[config.mk]
export PLATFORM = sky130hd
export DESIGN_NAME = mact_seq
export DESIGN_NICKNAME = d
export VERILOG_FILES = /design/src/rtl/core/mact_pkg.sv /design/src/rtl/core/mact_seq.sv
export SDC_FILE = /design/constraint.sdc
export NUM_CORES = 1
export LEC_CHECK = 0
export BUFFER_PORTS_ARGS = -buffer_cell sky130_fd_sc_hd__buf_4
export CORE_MARGIN = 8
export CORE_UTILIZATION = 53
export DETAILED_ROUTE_END_ITERATION = 12
export PLACE_DENSITY = 0.77
export SLEW_MARGIN = 10
export SYNTH_ARGS = -nofsm -noshare
export SYNTH_HDL_FRONTEND = slang
export SYNTH_SLANG_ARGS = --single-unit
[constraint.sdc]
create_clock -name clk -period 2.8 [get_ports clk]
set_clock_uncertainty 0.15 [all_clocks]
set_input_delay 0 -clock clk [delete_from_list [all_inputs] [get_ports clk]]
set_output_delay 0 -clock clk [all_outputs]
set_load 0.01 [all_outputs]
[src/rtl/core/mact_pkg.sv]
// Shared types, register indexes, reset values and sequencer codes of the crossover trader.
package mact_pkg;

  localparam int MAX_WINDOW_DEF = 256;

  localparam int TIME_W     = 48;
  localparam int PX_W       = 24;
  localparam int POS_W      = 16;
  localparam int QTY_W      = 16;
  localparam int CFG_IDX_W  = 3;
  localparam int CFG_DATA_W = 48;
  localparam int STEP_W     = 4;

  // Configuration register indexes.
  localparam logic [CFG_IDX_W-1:0] REG_THRESHOLD = 3'd0;
  localparam logic [CFG_IDX_W-1:0] REG_POS_LIMIT = 3'd1;
  localparam logic [CFG_IDX_W-1:0] REG_SAMPLE    = 3'd2;
  localparam logic [CFG_IDX_W-1:0] REG_COOLDOWN  = 3'd3;
  localparam logic [CFG_IDX_W-1:0] REG_CHUNK     = 3'd4;
  localparam logic [CFG_IDX_W-1:0] REG_FAST_LEN  = 3'd5;
  localparam logic [CFG_IDX_W-1:0] REG_SLOW_LEN  = 3'd6;

  // Register values after reset.
  localparam logic [15:0]       RST_THRESHOLD = 16'd512;
  localparam logic [14:0]       RST_POS_LIMIT = 15'd30;
  localparam logic [TIME_W-1:0] RST_SAMPLE    = 48'd1000000;
  localparam logic [TIME_W-1:0] RST_COOLDOWN  = 48'd10000000;
  localparam logic [15:0]       RST_CHUNK     = 16'd5;
  localparam logic [8:0]        RST_FAST_LEN  = 9'd20;
  localparam logic [8:0]        RST_SLOW_LEN  = 9'd200;

  typedef struct packed {
    logic [TIME_W-1:0]       now_ns;
    logic [PX_W-1:0]         fair_px;
    logic signed [POS_W-1:0] position;
    logic                    has_bid;
    logic [PX_W-1:0]         bid_px;
    logic                    has_ask;
    logic [PX_W-1:0]         ask_px;
  } tick_t;

  typedef struct packed {
    logic             order_valid;
    logic             order_side;
    logic [PX_W-1:0]  order_price;
    logic [QTY_W-1:0] order_qty;
  } order_t;

  // Datapath operations selected by the control word.
  typedef enum logic [3:0] {
    OP_NONE,
    OP_SAMPLE,
    OP_RD_SLOW,
    OP_UPD_SLOW,
    OP_MUL_FS,
    OP_MUL_SS,
    OP_MUL_TH,
    OP_MUL_TN,
    OP_DECIDE,
    OP_EMIT
  } dp_op_t;

  // Jump conditions of the sequencer.
  typedef enum logic [1:0] {
    C_NONE,
    C_NO_SAMPLE,
    C_NO_ORDER,
    C_OUT_BUSY
  } cond_t;

  typedef struct packed {
    dp_op_t            op;
    cond_t             cond;
    logic [STEP_W-1:0] target;
    logic              done;
  } ctl_t;

  // Status flags from the datapath that the sequencer branches on.
  typedef struct packed {
    logic no_sample;
    logic no_order;
    logic out_busy;
  } stat_t;

endpackage

[src/rtl/core/mact_seq.sv]
// Microcode sequencer: control ROM, step counter and conditional jumps.
module mact_seq import mact_pkg::*; (
  input  logic   clk,
  input  logic   rst,
  input  logic   start,
  input  stat_t  stat,
  output dp_op_t op,
  output logic   busy
);

  localparam logic [STEP_W-1:0] ST_SAMPLE   = 4'd0;
  localparam logic [STEP_W-1:0] ST_RD_SLOW  = 4'd1;
  localparam logic [STEP_W-1:0] ST_UPD_SLOW = 4'd2;
  localparam logic [STEP_W-1:0] ST_CHK_ORD  = 4'd3;
  localparam logic [STEP_W-1:0] ST_MUL_FS   = 4'd4;
  localparam logic [STEP_W-1:0] ST_MUL_SS   = 4'd5;
  localparam logic [STEP_W-1:0] ST_MUL_TH   = 4'd6;
  localparam logic [STEP_W-1:0] ST_MUL_TN   = 4'd7;
  localparam logic [STEP_W-1:0] ST_DECIDE   = 4'd8;
  localparam logic [STEP_W-1:0] ST_EMIT     = 4'd9;

  function automatic ctl_t rom(logic [STEP_W-1:0] s);
    ctl_t c;
    unique case (s)
      ST_SAMPLE:   c = '{OP_SAMPLE,   C_NO_SAMPLE, ST_EMIT, 1'b0};
      ST_RD_SLOW:  c = '{OP_RD_SLOW,  C_NONE,      ST_EMIT, 1'b0};
      ST_UPD_SLOW: c = '{OP_UPD_SLOW, C_NONE,      ST_EMIT, 1'b0};
      ST_CHK_ORD:  c = '{OP_NONE,     C_NO_ORDER,  ST_EMIT, 1'b0};
      ST_MUL_FS:   c = '{OP_MUL_FS,   C_NONE,      ST_EMIT, 1'b0};
      ST_MUL_SS:   c = '{OP_MUL_SS,   C_NONE,      ST_EMIT, 1'b0};
      ST_MUL_TH:   c = '{OP_MUL_TH,   C_NONE,      ST_EMIT, 1'b0};
      ST_MUL_TN:   c = '{OP_MUL_TN,   C_NONE,      ST_EMIT, 1'b0};
      ST_DECIDE:   c = '{OP_DECIDE,   C_NONE,      ST_EMIT, 1'b0};
      ST_EMIT:     c = '{OP_EMIT,     C_OUT_BUSY,  ST_EMIT, 1'b1};
      default:     c = '{OP_NONE,     C_NONE,      ST_EMIT, 1'b1};
    endcase
    return c;
  endfunction

  logic [STEP_W-1:0] step;
  ctl_t              ctl;
  logic              jump;

  assign ctl = rom(step);
  assign op  = busy ? ctl.op : OP_NONE;

  always_comb begin
    unique case (ctl.cond)
      C_NONE:      jump = 1'b0;
      C_NO_SAMPLE: jump = stat.no_sample;
      C_NO_ORDER:  jump = stat.no_order;
      C_OUT_BUSY:  jump = stat.out_busy;
    endcase
  end

  always_ff @(posedge clk) begin
    if (rst) begin
      busy <= 1'b0;
      step <= ST_SAMPLE;
    end else if (!busy) begin
      if (start) begin
        busy <= 1'b1;
        step <= ST_SAMPLE;
      end
    end else if (jump) begin
      step <= ctl.target;
    end else if (ctl.done) begin
      busy <= 1'b0;
    end else begin
      step <= step + 1'b1;
    end
  end

endmodule

# Word level (Yosys, flattened, before mapping)
# Memory sizes are Yosys's and may differ from the RTL's. A register that Yosys moved wholly into a read port is not among the register bits.
# Cells that the tools add are included.
dict set report word_totals {
  register_bits 5
  memories 1
  in_bits 6
  mem_bits_ro 112
  elab_cells 23
}
# name depth word_bits rd rd_clocked_by_memory_dff wr line_no
set memory_table {}
lappend memory_table {{(no name shown)} 16 7 1 1 0 mact_seq.sv:24} ;# unique case (s)
dict set report op_classes {
  n_reduce_logical 3
  eq_ne 4
  n_mux 12
  n_addsub 1
}
# operator n
set ops {}
lappend ops {{$mux W4} 7}
lappend ops {{$add A4 B1 Y4 const B} 1}
lappend ops {{$eq A2 B2 Y1 const B} 2}
lappend ops {{$mux W1} 4}
lappend ops {{$pmux W1 S4} 1}
lappend ops {{$ne A3 B2 Y1 const B} 1}
lappend ops {{$eq A2 B1 Y1 const B} 1}
lappend ops {{$logic_not A2 Y1} 1}
lappend ops {{$reduce_and A2 Y1} 1}
lappend ops {{$reduce_bool A2 Y1} 1}

# Depth between registers and ports, before layout
dict set report logic_depth {
  word_depth 6
  ltp_mapped 8
}

# Worst setup path after synthesis
# OpenSTA, ideal clock, no wires.
dict set report synth_timing {
  kind {register to register}
  from {register busy}
  to {register ctl[8] (netlist name)}
  path_stages_with_launch 9
  setup_slack_ns 0.751
  t_arrival_ns 1.782
  setup_time_ns 0.116
  path_cell_list {dfxtp_1 > buf_2 > clkbuf_1 > o2111ai_1 > o211a_1 > nor2_1 > inv_1 > ha_1 > o211a_1}
}
dict set report synth_via {
  elab_chain_cells 4
  word_cells_on_any_way 6
}
# item line_no
set synth_lines {}
lappend synth_lines {{start: declaration} mact_seq.sv:8} ;# output logic busy
lappend synth_lines {{start signal: assignment} mact_seq.sv:58} ;# busy <= 1'b0;
lappend synth_lines {{start signal: assignment} mact_seq.sv:62} ;# busy <= 1'b1;
lappend synth_lines {{start signal: assignment} mact_seq.sv:68} ;# busy <= 1'b0;
lappend synth_lines {{$ne A3 B2 Y1 (no line) or $reduce_bool A2 Y1 (tied branches)} -}
lappend synth_lines {{$reduce_and A2 Y1 (no line)} -}
lappend synth_lines {{$mux W4 (no line) (*) (2 in series)} -}
# Mark *: on every way between the ends. The rest lies on a longest branch, timed or not.
# A chain may end at the register's enable or synchronous reset.

# Worst setup path after layout
dict set report layout_timing {
  from {register ctl[5] (netlist name)}
  to {register ctl[8] (netlist name)}
}
dict set report layout_via {
  elab_chain_cells 6
  word_cells_on_any_way 11
}
# item line_no
set layout_lines {}
lappend layout_lines {{$eq A2 B2 Y1, or another cell as far along} mact_seq.sv:48} ;# unique case (ctl.cond)
lappend layout_lines {{$pmux W1 S4 (*)} mact_seq.sv:48}
lappend layout_lines {{$ne A3 B2 Y1 (no line) or $mux W4 (tied branches)} -}
lappend layout_lines {{$reduce_and A2 Y1 (no line) or $mux W4 (tied branches)} -}
lappend layout_lines {{$mux W4 (no line) (*) (2 in series)} -}
# Marked as above.

==> run_results.csv <==
group,metric,value,unit
outcome,outcome,"finished, final reports clean",
cells_and_area,diodes,0,
drt,vias_per_cell,5.98,
floorplan,die_area,0.00278,sq mm
synthesis,synth_area_leaders,"sky130_fd_sc_hd__dfxtp_1 (34%), sky130_fd_sc_hd__ha_1 (5.2%), sky130_fd_sc_hd__and2_1 (4.4%)",
floorplan,floorplan.initialDensity,55.7,%
setup_path,worstPathRequired,2810,ps
power,pwr-share-seq,52.2,%
cts,cts_tree,"yes",
sta,timing_hold_violations_final,0,
setup_path,critical_path_arrival,2200,ps
synthesis,synth_async_sr_flop_share,0,%
cts,clkLatencyLatePin,260,ps
place,dp_worst_setup_slack,643,ps
synthesis,synth_sequential_area_ratio,33.6,%
cts,post_cts_resize_count,0,
setup_path,cpMaxStageDelayCell,"sky130_fd_sc_hd__dfxtp_1",
global_route,grt_first_pass_wirelength,2.64,mm
sta,finalMaxSlewViolations,0,
cells_and_area,final_layout_size_suffix_gt1_share,22.2,%
global_route,grt_max_degree,12,
synthesis,count_of_flip_flops_with_a_built_in_enable_after_synthesis,0,
sta,final.hold.worst_slack,26.8,ps
setup_path,critical_path.top_delay_family,"compound AO/OA/AOI/OAI gates",
cts,clock_tree.htree_level_count,1,
cts,clk_pin_slew,70,ps
sta,timing.setup.tns,0,ps
setup_path,cp_common_cell,"sky130_fd_sc_hd__o211a_1",
setup_path,start_kind,"register",
power,power_report.internal_total,0.000265,W
cts,cts-buffers-inserted,3,
floorplan,core.rowCount,13,
synthesis,syn-mean-instance-area,9.18,sq um
sta,worst_slew_margin_rel,68.3,%
synthesis,yosys_warnings,0,
sta,layout_min_cycle_time,2190,ps
place,routability_congestion_estimate,0.871,
power,comb_power_share,20.5,%
cts,ctsLongestPathBuffers,2,
global_route,first_global_vias,605,
power,maximum_vdd_ir_drop,245,uV
cts,cts_post_setup_buffers_inserted,0,
flow_run,max-cap-violations,0,
sta,setup_viol,0,
drt,drt-pass1-iter-count,4,
drt,detailroute.via_count,628,
cts,cts_hold_buffers,1,
power,power_switching,0.0000979,W
synthesis,synth.cell_area,716,sq um
synthesis,yosys.area.top_type_share,33.6,%
global_route,total_grt_overflow,0,
hold_path,worstHoldPathType,"in2reg",
place,port_buffers,10,
synthesis,synth-main-ff-cell,"sky130_fd_sc_hd__dfxtp_1",
floorplan,boundaryPins,11,
synthesis,netlist.top_cell.by_area,"sky130_fd_sc_hd__dfxtp_1",
drt,drt_first_iter_violations,14,
cts,cts.sink_count,12,
cells_and_area,layout-area-overhead-vs-synth,16.8,%
setup_path,worstSetupPathType,"reg2reg",
place,dp_hpwl,1.23,mm
global_route,antenna_violations_before_repair,0,
sta,worst_margin_slew,474,ps
setup_path,path_max_fanout,5,
power,pwr-share-clk,27.3,%
global_route,grt_resource_usage_total,12.3,%
synthesis,synth.net_count,87,
cells_and_area,finish.utilization,65.0,%
setup_path,cells_along_the_critical_path,"mux2i_2 > o211ai_1 > o211a_1 > nor2_1 > inv_1 > ha_1 > o211a_1",
drt,wl_per_cell,14.9,microns
setup_path,critPathMaxStageDelay,360,ps
setup_path,critPathBufInv,1,
floorplan,die-width,52.7,microns
cells_and_area,final_net_count,101,
setup_path,timing.critical_path.to_type,"register",
cells_and_area,layout.filler_cells,110,
power,power.density,435,mW/mm^2
drt,totalWireLength,1.56,mm
sta,min_period_over_period,78.2,%
power,switching_share,27.0,%
cts,ctsRootBufferMaster,"sky130_fd_sc_hd__clkbuf_4",
floorplan,die_height,52.7,microns
drt,final_antenna_violating_net_count,0,
sta,worst_setup_margin,610,ps
sta,fmax,0.457,GHz
floorplan,core_area,0.00128,sq mm
sta,setup_repair_after_global_routing_missed_its_margin,"false",
synthesis,yosys.cell_types.count,38,
synthesis,post_synth_inst_count,78,
drt,drc,0,
power,leakage,0.355,nW
synthesis,ys_ff_latch,12,
## cells by family after synthesis
logic type,count (synthesis),share of synthesized area (%)
buffers and inverters,9,5.07
AND/OR/NAND/NOR,27,22.2
adder cells (fa/ha/maj),3,5.25
multiplexers,3,4.72
AO/OA/AOI/OAI,23,28.0
flip-flops,12,33.6
XOR/XNOR,1,1.22
## worst register-to-register path, delay by kind of cell, from the launching register on
family | cells | cell delay [ps]
AO/OA/AOI/OAI | 3 | 770
flip-flops | 1 | 360
multiplexers | 1 | 320
buffers and inverters | 1 | 60
adder cells (fa/ha/maj) | 1 | 260
AND/OR/NAND/NOR | 1 | 150
## worst paths after layout
| kind | startpoint | end | slack (ps) | depth (start not counted) |
|---|---|---|---|---|
| hold / removal | start | busy | 30 | 3 |
| hold reg to reg | ctl[0] | busy | 410 | 1 |
| setup / recovery | ctl[5] | ctl[8] | 610 | 7 |
| setup reg to reg | ctl[5] | ctl[8] | 610 | 7 |
## cell usage after synthesis, drive strengths merged (2+ instances only)
cell	n
a21oi	2
a311oi	2
and2	5
buf	2
dfxtp	12
ha	3
inv	6
mux2i	3
nand2	4
nand2b	2
nand3b	3
nor2	6
o211a	2
o211ai	3
o21ai	3
## flip-flops by register name (all words and copies together), names as in the netlist
name / count
ctl: 7
busy: 1
step: 4
## power by group through the flow
| stage | clock network, W | logic [W] | registers (W) |
|---|---|---|---|
| after global placement | 0 | 0.0000719 | 0.000193 |
| after CTS | 0.000106 | 0.0000746 | 0.000189 |
| after detailed placement | 0 | 0.0000734 | 0.000193 |
| final | 0.0000993 | 0.0000743 | 0.000190 |
| after floorplan | 0 | 0.0000530 | 0.000190 |
| after global routing | 0.000115 | 0.0000822 | 0.000191 |
## final cells by class
cell class                      count  area [sq um]  share of cell area [%]
Tap cell                           15          18.8                    2.25
Sequential cell                    12           240                    28.7
Timing Repair Buffer               12          92.6                    11.1
Multi-Input combinational cell     57           439                    52.5
Inverter                            6          22.5                    2.69
Clock buffer                        3          22.5                    2.69
## stage by stage
| stage | cell area, sq um | total power [W] | instances |
|---|---|---|---|
| 2_1_floorplan | 716 | 0.000243 | 78 |
| 3_3_place_gp | 803 | 0.000265 | 101 |
| 3_5_place_dp | 803 | 0.000267 | 101 |
| 4_1_cts | 836 | 0.000370 | 105 |
| 5_1_grt | 836 | 0.000389 | 105 |
| 6_report | 836 | 0.000363 | 105 |
## placed cells by master, fill, tap and decap left out, types with 3 or more instances in the layout
cell	count
sky130_fd_sc_hd__ha_1	3
sky130_fd_sc_hd__buf_4	11
sky130_fd_sc_hd__and2_1	5
sky130_fd_sc_hd__nand3b_1	3
sky130_fd_sc_hd__nor2_1	6
sky130_fd_sc_hd__o21ai_1	3
sky130_fd_sc_hd__nand2_1	4
sky130_fd_sc_hd__clkbuf_4	3
sky130_fd_sc_hd__inv_1	6
sky130_fd_sc_hd__dfxtp_1	12
sky130_fd_sc_hd__o211ai_1	3
## per-layer routing
layer,GRT usage (%),vias up,routed length (microns)
li1,-,317,-
met1,15.2,303,763
met2,19.3,8,728
met3,5.11,0,71
met4,2.16,0,0
met5,0,-,0
Note: power is estimated with default switching activity, not from simulation.
